[src/sv/kmc_pkg.sv]
// shared types and constants of the k-means clustering engine
package kmc_pkg;

    localparam int COORD_W      = 16;
    localparam int NUM_DIMS     = 3;
    localparam int MAX_CLUSTERS = 8;
    localparam int CIDX_W       = 3;
    localparam int DIM_W        = 2;
    localparam int KCNT_W       = 4;
    localparam int PASS_W       = 5;
    localparam int PASS_LIMIT   = 16;
    localparam int MODE_W       = 2;
    localparam int COUNT_OUT_W  = 11;
    localparam int DIST_W       = 27;
    localparam int DIFF_W       = COORD_W + 1;
    localparam int SQ_W         = 2 * DIFF_W;
    localparam int QUEUE_DEPTH  = 4;
    localparam int CFG_IDX_W    = 1;
    localparam int CFG_DATA_W   = 5;

    localparam logic [DIST_W-1:0] DIST_SAT = {DIST_W{1'b1}};

    // input modes
    localparam logic [MODE_W-1:0] MODE_LOAD  = 2'd0;
    localparam logic [MODE_W-1:0] MODE_SET   = 2'd1;
    localparam logic [MODE_W-1:0] MODE_CLEAR = 2'd2;
    localparam logic [MODE_W-1:0] MODE_RUN   = 2'd3;

    // configuration register indexes
    localparam logic [CFG_IDX_W-1:0] REG_CLUSTER_COUNT = 1'd0;
    localparam logic [CFG_IDX_W-1:0] REG_PASS_COUNT    = 1'd1;

    typedef enum logic [1:0] {
        OP_LOAD,
        OP_SET,
        OP_CLEAR,
        OP_RUN
    } item_op_t;

    typedef struct packed {
        item_op_t                  op;
        logic [CIDX_W-1:0]         idx;
        logic signed [COORD_W-1:0] x;
        logic signed [COORD_W-1:0] y;
        logic signed [COORD_W-1:0] z;
    } item_t;

endpackage

[src/sv/kmc_queue.sv]
// short item queue between the front end and the execution back end
module kmc_queue
(
    input  logic           clk,
    input  logic           rst_n,
    input  logic           push,
    input  kmc_pkg::item_t push_item,
    output logic           full,
    input  logic           pop,
    output kmc_pkg::item_t head,
    output logic           head_valid
);

    localparam int PTR_W = $clog2(kmc_pkg::QUEUE_DEPTH);
    localparam int CNT_W = $clog2(kmc_pkg::QUEUE_DEPTH + 1);

    kmc_pkg::item_t   entry_reg [kmc_pkg::QUEUE_DEPTH];
    logic [PTR_W-1:0] wr_ptr_reg;
    logic [PTR_W-1:0] rd_ptr_reg;
    logic [CNT_W-1:0] count_reg;

    assign full       = (count_reg == CNT_W'(kmc_pkg::QUEUE_DEPTH));
    assign head_valid = (count_reg != '0);
    assign head       = entry_reg[rd_ptr_reg];

    always_ff @(posedge clk)
    begin
        if (push)
        begin
            entry_reg[wr_ptr_reg] <= push_item;
        end
    end

    always_ff @(posedge clk or negedge rst_n)
    begin
        if (!rst_n)
        begin
            wr_ptr_reg <= '0;
            rd_ptr_reg <= '0;
            count_reg  <= '0;
        end
        else
        begin
            if (push)
            begin
                wr_ptr_reg <= wr_ptr_reg + 1'b1;
            end
            if (pop)
            begin
                rd_ptr_reg <= rd_ptr_reg + 1'b1;
            end
            case ({push, pop})
                2'b10:   count_reg <= count_reg + 1'b1;
                2'b01:   count_reg <= count_reg - 1'b1;
                default: count_reg <= count_reg;
            endcase
        end
    end

endmodule

[config.mk]
export PLATFORM = sky130hd
export DESIGN_NAME = kmc_queue
export DESIGN_NICKNAME = d
export VERILOG_FILES = /design/src/sv/kmc_pkg.sv /design/src/sv/kmc_queue.sv
export SDC_FILE = /design/constraint.sdc
export NUM_CORES = 1
export LEC_CHECK = 0
export ABC_AREA = 1
export BUFFER_PORTS_ARGS = -buffer_cell sky130_fd_sc_hd__buf_2
export CAP_MARGIN = 20
export CORE_UTILIZATION = 40
export DETAILED_ROUTE_END_ITERATION = 8
export MAX_ROUTING_LAYER = met4
export PLACE_DENSITY = 0.57
export REMOVE_ABC_BUFFERS = 1
export SYNTH_ARGS = -nofsm -noshare
export SYNTH_HDL_FRONTEND = slang
export SYNTH_SLANG_ARGS = --single-unit
export TNS_END_PERCENT = 20
[constraint.sdc]
create_clock -name clk -period 5.43 [get_ports clk]
set_input_delay 0.8145 -clock clk [delete_from_list [all_inputs] [get_ports clk]]
set_output_delay 0.8145 -clock clk [all_outputs]
set_load 0.01 [all_outputs]
== Word-level counts from Yosys, hierarchy flattened ==
Memory sizes are Yosys's and may differ from the RTL's.
Index checks and enable logic that the tools add are counted.
Storage, ports and cells
  logic and storage cells: 16
  output and inout bits: 55
  memory bits (writable): 212
  ROM bits: 0
  register bits: 7
  bits in latches: 0
  memories kept: 1
Memories
  entry_reg: words 4, width 53, read ports 1, clocked after memory_dff 0, write ports 1, line kmc_queue.sv:17  | kmc_pkg::item_t entry_reg [kmc_pkg::QUEUE_DEPTH];
Cells by class
  shift operators: 0
  mux-type cells: 3
  div/mod/pow operators: 0
  equal/unequal tests: 3
  add/sub/neg operators: 4
  multiply operators: 0
  reduce and logical (&&, ||, !) cells: 2
  magnitude comparators: 0
  bitwise logic cells: 0
Operators by type and width (number)
  3-bit one-hot mux with 2 select lines: 1
  2-bit by 1-bit adder with 2-bit output, second input constant: 2
  3-bit by 1-bit adder with 3-bit output, second input constant: 1
  3-bit equality test, second input constant: 1
  3-bit nonzero test: 1
  3-bit by 1-bit subtractor with 3-bit output, second input constant: 1
  2-bit by 1-bit equality test with 1-bit output, second input constant: 1
  2-bit equality test, second input constant: 1
  1-bit two-way mux: 2
  2-bit nonzero test: 1

== Logic depth before layout (Yosys ltp) ==
Gate-level depths: netlist of run 1.
  depth in word-level cells: 2
  gate-level depth with buffers: 9
  depth with buffers taken out: 8

== Least setup slack after synthesis of run 1 ==
No wires, ideal clock.
  path type: input -> register
  start: input port push
  end: memory entry_reg[0][0] (netlist bit) (enable)
  path buffers: 1
  setup slack: 2862 ps
  cell stages on the path: 3
  arrival time: 2161 ps
  setup time: 407 ps
  required time: 5023 ps
  cells stage by stage: clkbuf_1 > nand2_1 > inv_1
Between the ends
  word-level cells in the longest chain between the ends: 2
RTL lines
  start, declared: line kmc_queue.sv:6  | input logic push,
  1-bit two-way mux: line kmc_queue.sv:28  | if (push)
  1-bit two-way mux (implied by the code): line kmc_queue.sv:30  | entry_reg[wr_ptr_reg] <= push_item;
  end, declared: line kmc_queue.sv:17
No other way between the ends.

==> impl_metrics.toml, run 1 <==
[run_status]
status = "finished clean"

[floorplanning]
die_width_microns = 155
num_rows = 55
die_area_sq_um = 23900
die_h_microns = 155
floorplan.io_pins = 112
core_sq_um = 22800
start_util_pct = 40.9

[clocking]
post_cts_hold_buffer_count = 0
clock_path_buffers = 3
cts_tree = "done"
clk_pin_slew_ps = 60
clock_sink_count = 219
worstSkewPairLatency_ps = 510
cts_buffers = 24
ctsHtreeMaxLevel = 1
post_cts.resized_instances = 0
cts_post_setup_buffers_inserted = 0
clock_tree.root_cell = "sky130_fd_sc_hd__clkbuf_16"

[sta]
worstMarginPinSlew_ps = 938
clock_skew_ps = 18.4
period_share_pct = 63.2
final.setup.worst_slack_ps = 2000
setup_repair_after_global_routing_missed_its_margin = "false"
relSlewSlack_pct = 37.4
fmax_ghz = 0.291
maxSlewViolCount = 0
layout_min_cycle_time_ps = 3430
report.final.hold_viol_count = 0
setup-violations-final = 0

[synthesis]
yosys_register_bits = 219
synth.most_common_cell = "sky130_fd_sc_hd__nand2_1"
synthDistinctLibCells = 20
largest_cells_by_area_after_synthesis = "sky130_fd_sc_hd__edfxtp_1 (68%), sky130_fd_sc_hd__nand2_1 (9.1%), sky130_fd_sc_hd__o211ai_2 (6.7%)"
yosys-top-cells-count = "sky130_fd_sc_hd__nand2_1 (226), sky130_fd_sc_hd__edfxtp_1 (212), sky130_fd_sc_hd__inv_1 (117)"
synth.avg_cell_area_sq_um = 12.1
yosysTopAreaCellShare_pct = 68.3
ys_seq_area_share_pct = 70.2
ys_warn_count = 0
post_synth_instance_area_sq_um = 9320
synthArstFlopShare_pct = 3.20
yosys.area.top_type = "sky130_fd_sc_hd__edfxtp_1"
synth_ff_type = "sky130_fd_sc_hd__edfxtp_1"
postSynthCellCount = 772
synth_enable_flop_cells = 212

[final_layout]
ratio_of_cells_with_drive_above_1_in_the_final_layout_pct = 22.7
final_nets = 943
largest_reg_flops = 212
finalInstanceArea_sq_um = 10800
synthesis_to_finish_area_growth_pct = 15.5

[global_route]
globalRoute.totalOverflow = 0
first_pass_grt_wire_length_mm = 25.9
global_route.usage.total_pct = 14.3
number_of_antenna_violations_at_the_first_check_in_global_routing = 2
grt_pass1_vias = 4900
grt_max_degree = 101

[place]
gpl.final_weighted_congestion = 0.710
place.detailed.hpwl_mm = 9.37
detailed_place.area_sq_um = 10000
place.port_buffers = 111
post-place-ws_ps = 2520

[detailed_routing]
drc = 0
detailed_route_wire_length_per_cell_microns = 13.5
detail_route.first_pass.iterations = 7
drt.antenna.violating_nets = 0
drt_iter0_markers = 311
finalWirelength_mm = 16.4
vias_per_cell = 4.42
route.vias.total = 5348

[setup_path]
timing.critical_path.required_ps = 4620
critical_path.cell_chain = "buf_4 -> nor2_1 -> nor2_1 -> nand2_1 -> nand2_1 -> buf_2"
critPathLaunchType = "flop"
critical_path_arrival_ps = 2620
crit_path_max_fo = 75
cp_slowest_cell = "sky130_fd_sc_hd__dfrtp_4"
path_class = "flop to primary output"
worstSetupEndpointType = "primary output"
worst_path_largest_cell_delay_ps = 980

[worst_hold_path]
hp-class = "primary input to async pin"

[power_and_ir_drop]
vdd_drop_max_mv = 0.305
p_total_uw = 5800
power.leakage_uw = 0.00454
cellPowerDensity_nw_per_um2 = 539

[flow_run]
max_cap_violations = 0
## worst max-delay path, delay by kind of cell (launching register included)
kind / cells / cell delay, ps
flops: 1 / 980
buf+inv: 2 / 690
simple gates: 4 / 350
## cells in the final DEF (no fill, tap or decap), types with 2 or more instances in the layout
cell type	synthesis	layout
sky130_fd_sc_hd__nand2_1	226	226
sky130_fd_sc_hd__edfxtp_1	212	212
sky130_fd_sc_hd__inv_1	117	113
sky130_fd_sc_hd__buf_2	7	111
sky130_fd_sc_hd__nor2_1	105	105
sky130_fd_sc_hd__o211ai_2	50	50
sky130_fd_sc_hd__clkbuf_16	0	25
sky130_fd_sc_hd__clkbuf_1	5	8
sky130_fd_sc_hd__dfrtp_1	7	6
sky130_fd_sc_hd__buf_4	6	6
sky130_fd_sc_hd__ha_1	5	5
sky130_fd_sc_hd__clkinv_1	0	5
sky130_fd_sc_hd__inv_2	1	4
sky130_fd_sc_hd__o211ai_1	3	3
sky130_fd_sc_hd__xor2_1	3	3
sky130_fd_sc_hd__diode_2	0	2
sky130_fd_sc_hd__o21ai_0	2	2
sky130_fd_sc_hd__clkinv_2	0	2
## where the power goes
group          switching, uW  total, uW  internal (uW)
Clock                    597       1480            885
Combinational           1240       1920            679
Sequential               183       2400           2220
Total                   2020       5800           3780
## final timing paths
path	end	start	slack, ps	cells after the start
max in group asynchronous	rd_ptr_reg[0]	rst_n	5110	1
worst max register to register	entry_reg[1][23]	wr_ptr_reg[1]	3320	5
min in group clk	count_reg[2]	count_reg[2]	490	2
worst max-delay path	head[15]	rd_ptr_reg[0]	2000	6
worst min register to register	count_reg[2]	count_reg[2]	490	2
worst min-delay path	count_reg[2]	rst_n	140	1
## cells by family (layout without fill, tap and decap cells)
logic type      count (synthesis)  count (layout)  synth area share, %
simple gates                  334             334                 13.5
flops                         219             219                 70.2
buf+inv                       154             278                 7.99
compound gates                 55              55                 7.06
fa+ha+maj                       6               6                0.886
xor+xnor                        4               4                0.376
other cells                     0               2                    0
## area by class of cell
class                   instances  area (sq um)
clock buffers                  33           656
well taps                     313           392
diodes                          2          5.00
inverters                     118           445
flip-flops and latches        219          6550
repair buffers                118           621
clock inverters                 9          66.3
multi-input cells             399          2030
fillers                      2105         12000
## stage by stage
stage / cells / hold WS, ps / setup TNS (ps) / utilization (%)
after global routing: 1211 / 127 / 0 / 47.3
after global placement: 1167 / 460 / 0 / 44.1
final: 1211 / 137 / 0 / 47.3
after CTS: 1209 / 120 / 0 / 47.2
after floorplan: 736 / 442 / -1650 / -
after detailed placement: 1167 / 465 / 0 / 44.1
## metal layers
layer | vias to the layer above | track usage (%) | part of all wire (%)
met3 | 27 | 3.22 | 5.7
met5 | - | - | 0
met4 | 0 | 3.72 | 1.8
li1 | 2739 | - | -
met1 | 2486 | 18.6 | 45
met2 | 96 | 22.7 | 48
(Power assumes the default switching activity.)
==> run 2, diff against run 1 <==
Settings changed: PLACE_DENSITY 0.57 to 0.6.
Clock period 5.43 ns to 3 ns, I/O delays scaled along.
==> run 2 against run 1 <==
Clock power up 83%. Power up 84%. Die area unchanged. Global-route usage up 0.52 points. Via count about the same. Design area up 1.3%. Worst hold slack better by 23 ps. Largest cell class unchanged. Largest power group unchanged.
==> impl_metrics.toml, run 2 (synthesis gave the netlist of run 1 again) <==
[floorplanning]
die_area_sq_um = 23900
core_sq_um = 22800
floorplan.io_pins = 112
die_width_microns = 155
start_util_pct = 40.9
die_h_microns = 155
num_rows = 55

[sta]
clock_skew_ps = 12.2
setup-violations-final = 0
final.setup.worst_slack_ps = 358
fmax_ghz = 0.378
layout_min_cycle_time_ps = 2640
maxSlewViolCount = 0
worstMarginPinSlew_ps = 694
relSlewSlack_pct = 53.7
period_share_pct = 88.1
holdWs_ps = 160
report.final.hold_viol_count = 0
setup_repair_after_global_routing_missed_its_margin = "false"

[worst_hold_path]
whs_endpoint = "entry_reg[0][22]"
min_delay_src = "push_item[22]"
hp-class = "primary input to flop"
min_delay_path_depth = 1

[power_and_ir_drop]
clkPwrFrac_pct = 25.3
p_total_uw = 10700
power.share.sequential_pct = 40.2
internal_power_uw = 6950
vdd_drop_max_mv = 0.460
cellPowerDensity_nw_per_um2 = 982
comb_power_share_pct = 34.5
power.leakage_uw = 0.00460
power.net_switching_uw = 3760
netSwitchingFraction_pct = 35.1

[clocking]
clock_path_buffers = 3
cts_tree = "done"
cts_post_setup_buffers_inserted = 0
cts_buffers = 24
clock_tree.root_cell = "sky130_fd_sc_hd__clkbuf_16"
ctsHtreeMaxLevel = 1
worstSkewPairLatency_ps = 500
clk_pin_slew_ps = 60
clock_sink_count = 219

[final_layout]
synthesis_to_finish_area_growth_pct = 17.0
commonest_non_fill_non_tap_cell_in_the_layout = "sky130_fd_sc_hd__nand2_1"
final_cell_count_no_fill = 1217
final_cell_mix = "sky130_fd_sc_hd__nand2_1 (226), sky130_fd_sc_hd__edfxtp_1 (212), sky130_fd_sc_hd__inv_1 (113)"
final.fill_count = 2026
final_nets = 948
final_core_utilization_pct = 47.9
largest_reg_flops = 212
ratio_of_cells_with_drive_above_1_in_the_final_layout_pct = 23.4

[setup_path]
timing.critical_path.required_ps = 2550
crit_path_max_fo = 58
worstSetupPathDepth = 6
rr_startpoint = "wr_ptr_reg[0]"
worst_path_largest_cell_delay_ps = 880
worstSetupEndpointType = "primary output"
timing.critical_path.buf_inv = 2
r2r_setup_slack_ps = 1220
critical_path.cell_chain = "buf_12 -> nor2_1 -> nor2_1 -> nand2_1 -> nand2_1 -> buf_2"
rr_worst_depth = 5
path_delay_family = "flip-flops"
worst_r2r_endpoint = "entry_reg[0][29]"
cp_slowest_cell = "sky130_fd_sc_hd__dfrtp_4"
worstSetupStartpoint = "rd_ptr_reg[0]"
critPathLaunchType = "flop"
path_class = "flop to primary output"
critical_path_arrival_ps = 2190

[place]
place.port_buffers = 111
gpl.final_weighted_congestion = 0.702
place.detailed.hpwl_mm = 9.88
dp_cells = 1171
post-place-ws_ps = 869

[global_route]
grt_max_degree = 59
grt_pass1_vias = 5058
global_route.usage.total_pct = 14.8
globalRoute.totalOverflow = 0
first_pass_grt_wire_length_mm = 26.7
number_of_antenna_violations_at_the_first_check_in_global_routing = 3

[detailed_routing]
drt_iter0_markers = 335
finalWirelength_mm = 16.9
routed-wl-met3_microns = 742
detailed_route_wire_length_per_cell_microns = 13.9
route.vias.total = 5343
drt.antenna.violating_nets = 0
met2_wirelength_mm = 7.95
top_signal_layer_used = "met4"
detail_route.first_pass.iterations = 4
routed_length_on_met1_mm = 7.99
drc = 0
vias_per_cell = 4.39

[run_status]
status = "finished clean"

[flow_run]
max_cap_violations = 0
==> run 2: changes by cell type in the layout (fill, tap and decap cells not counted), moves of 3 or more <==
| cell | previous run | this run |
|---|---|---|
| sky130_fd_sc_hd__buf_12 | 1 | 8 |
| sky130_fd_sc_hd__clkbuf_1 | 8 | 3 |
| sky130_fd_sc_hd__buf_4 | 6 | 3 |
| sky130_fd_sc_hd__clkinv_2 | 2 | 5 |
==> run 2: how the worst max path moves through the flow <==
stage / slack [ps] / endpoint
6_report: 360 / head[26]
5_1_grt: 170 / head[19]
4_1_cts: 330 / head[18]
3_5_place_dp: 870 / head[18]
3_3_place_gp: 890 / head[18]
2_1_floorplan: -2220 / head[52]
==> run 2: what timing repair did <==
item                      4_1_cts  5_1_grt
hold buffers                    1        0
hold endpoints to repair        7        0
resized for setup               0        0
==> run 2: cell type report <==
class / instances / area (sq um) / area share, %
Sequential cell: 219 / 6550 / 60.0
Inverter: 118 / 445 / 4.09
Timing Repair Buffer: 123 / 748 / 6.86
Antenna cell: 3 / 7.51 / 0.0689
Clock inverter: 14 / 92.6 / 0.849
Multi-Input combinational cell: 399 / 2030 / 18.7
Clock buffer: 28 / 637 / 5.84
Tap cell: 313 / 392 / 3.59
==> run 2: per-stage QoR <==
stage	setup TNS [ps]	area, sq um
floorplan	-114410	9020
global placement	0	10200
CTS	0	10900
finish	0	10900
global route	0	10900
detailed placement	0	10200
==> run 2: routing by layer <==
layer,GRT usage [%],vias up
met5,-,-
met2,23.4,94
met1,19.6,2481
li1,-,2749
met3,3.00,19
met4,3.72,0
==> run 2: power groups by stage <==
stage / sequential, uW / combinational (uW) / clock (uW)
finish: 4310 / 3690 / 2710
CTS: 4310 / 3780 / 2790
floorplan: 4470 / 2070 / 0
global route: 4370 / 4150 / 2890
detailed placement: 4380 / 3770 / 0
global placement: 4360 / 3740 / 0
==> run 2: worst reg2reg max path, stage by stage, from the launching register on <==
cell                      delay [ps]
sky130_fd_sc_hd__dfrtp_1         420
sky130_fd_sc_hd__inv_1           100
sky130_fd_sc_hd__ha_1            140
sky130_fd_sc_hd__nand2_1          50
sky130_fd_sc_hd__inv_2           390
sky130_fd_sc_hd__buf_12          310
==> run 3, diff against run 2 <==
Settings changed: RECOVER_POWER from default to 100.
==> run 3 against run 2 <==
The flow now finishes with violations (capacitance limit, slew limit). Count of clock-buffer cells in the layout is the same. Combinational power fell by 5.4%. Sequential power hardly changed. Cell count hardly changed. Largest power group unchanged.
==> impl_metrics.toml, run 3 (synthesis gave the netlist of run 1 again) <==
[run_status]
status = "finished, violations left"
failed_checks = "capacitance limit, slew limit"

[detailed_routing]
detail_route.first_pass.iterations = 4
finalWirelength_mm = 17.0
drt.antenna.violating_nets = 0
drc = 0
drt_iter0_markers = 328
vias_per_cell = 4.41
detailed_route_wire_length_per_cell_microns = 14.0
route.vias.total = 5360

[final_layout]
final_core_utilization_pct = 46.9
largest_reg_flops = 212
ratio_of_cells_with_drive_above_1_in_the_final_layout_pct = 11.8
final_cell_mix = "sky130_fd_sc_hd__nand2_1 (226), sky130_fd_sc_hd__edfxtp_1 (212), sky130_fd_sc_hd__inv_1 (115)"
commonest_non_fill_non_tap_cell_in_the_layout = "sky130_fd_sc_hd__nand2_1"
synthesis_to_finish_area_growth_pct = 14.7
final_nets = 948
final.fill_count = 2073

[place]
gpl.final_weighted_congestion = 0.702
place.detailed.hpwl_mm = 9.88
place.port_buffers = 111

[flow_run]
max_cap_violations = 2

[clocking]
cts_buffers = 24
ctsHtreeMaxLevel = 1
clock_sink_count = 219
post_cts.resized_instances = 0
worstSkewPairLatency_ps = 500
cts_tree = "done"
clock_tree.root_cell = "sky130_fd_sc_hd__clkbuf_16"
clock_path_buffers = 3
clk_pin_slew_ps = 60

[floorplanning]
die_h_microns = 155
floorplan.io_pins = 112
die_width_microns = 155
core_sq_um = 22800
num_rows = 55
start_util_pct = 40.9
die_area_sq_um = 23900

[setup_path]
crit_path_max_fo = 58
critPathLaunchType = "flop"
cp_slowest_cell = "sky130_fd_sc_hd__dfrtp_4"
critical_path.cell_chain = "clkbuf_2 -> nor2_1 -> nor2_1 -> nand2_1 -> nand2_1 -> clkbuf_1"
worstSetupStartpoint = "rd_ptr_reg[0]"
worstSetupEndpointType = "primary output"
critical_path_arrival_ps = 2300
rr_worst_depth = 5
timing.critical_path.buf_inv = 2
worstSetupPathDepth = 6
worst_path_largest_cell_delay_ps = 870
path_delay_family = "flip-flops"
timing.critical_path.required_ps = 2550
path_class = "flop to primary output"
rr_startpoint = "wr_ptr_reg[1]"

[sta]
layout_min_cycle_time_ps = 2750
fmax_ghz = 0.364
worstMarginPinSlew_ps = 1680
relSlewSlack_pct = -11.8
tns_ps = 0
clock_skew_ps = 9.87
report.final.hold_viol_count = 0
setup_repair_after_global_routing_missed_its_margin = "false"
setup-violations-final = 0
period_share_pct = 91.6
holdWs_ps = 167
maxSlewViolCount = 108

[global_route]
number_of_antenna_violations_at_the_first_check_in_global_routing = 2
globalRoute.totalOverflow = 0
grt_pass1_vias = 5058
grt_max_degree = 59
first_pass_grt_wire_length_mm = 26.7
global_route.usage.total_pct = 14.8

[power_and_ir_drop]
cellPowerDensity_nw_per_um2 = 984
vdd_drop_max_mv = 0.436
power.leakage_uw = 0.00429

[worst_hold_path]
min_delay_path_depth = 2
min_delay_src = "pop"
hp-class = "primary input to flop"
## run 3: cell types whose count changed in the layout (fill, tap and decap cells not counted), sizes merged
cell / before / now
clkinv: 11 / 13
buf: 122 / 18
inv: 118 / 116
diode: 3 / 2
clkbuf: 28 / 132
## run 3: path summary, 6_finish.rpt
check                                   to  slack [ps]
setup / recovery                  head[41]         250
hold / removal               rd_ptr_reg[0]         170
setup reg to reg           entry_reg[1][9]         310
hold reg to reg               count_reg[2]         480
max in group asynchronous    rd_ptr_reg[0]        2270
min in group asynchronous     count_reg[2]         390
## run 3: layout make-up
cell class / count / area, sq um / share of cell area, %
Clock buffer: 28 / 637 / 5.96
Timing Repair Buffer: 123 / 554 / 5.18
Clock inverter: 14 / 92.6 / 0.866
Inverter: 118 / 445 / 4.17
Tap cell: 313 / 392 / 3.66
Multi-Input combinational cell: 399 / 2020 / 18.9
Antenna cell: 2 / 5.00 / 0.0468
Sequential cell: 219 / 6550 / 61.2
## run 3: routing by layer
layer / vias up / global-route usage [%] / wire length (microns)
met2: 113 / 23.4 / 7860
met5: - / - / 0
met1: 2476 / 19.6 / 7990
met4: 0 / 3.72 / 226
met3: 19 / 3.00 / 901
li1: 2752 / - / -
## run 3: where the power goes
group	switching (uW)	total [uW]	internal (uW)
Clock	1110	2710	1590
Combinational	2350	3490	1150
Sequential	292	4320	4030
## run 3: through the flow
| step | setup WS, ps | area (sq um) | cells | total power, uW |
|---|---|---|---|---|
| after floorplan | -2220 | 9020 | 736 | 6540 |
| after global placement | 892 | 10200 | 1171 | 8100 |
| after detailed placement | 869 | 10200 | 1171 | 8150 |
| after CTS | 328 | 10900 | 1214 | 10900 |
| after global routing | 96.5 | 10700 | 1216 | 11200 |
| final | 253 | 10700 | 1216 | 10500 |
## run 3: timing repair
item                      CTS  global route
hold endpoints to repair    7             0
setup buffers               0             0
hold buffers                1             0
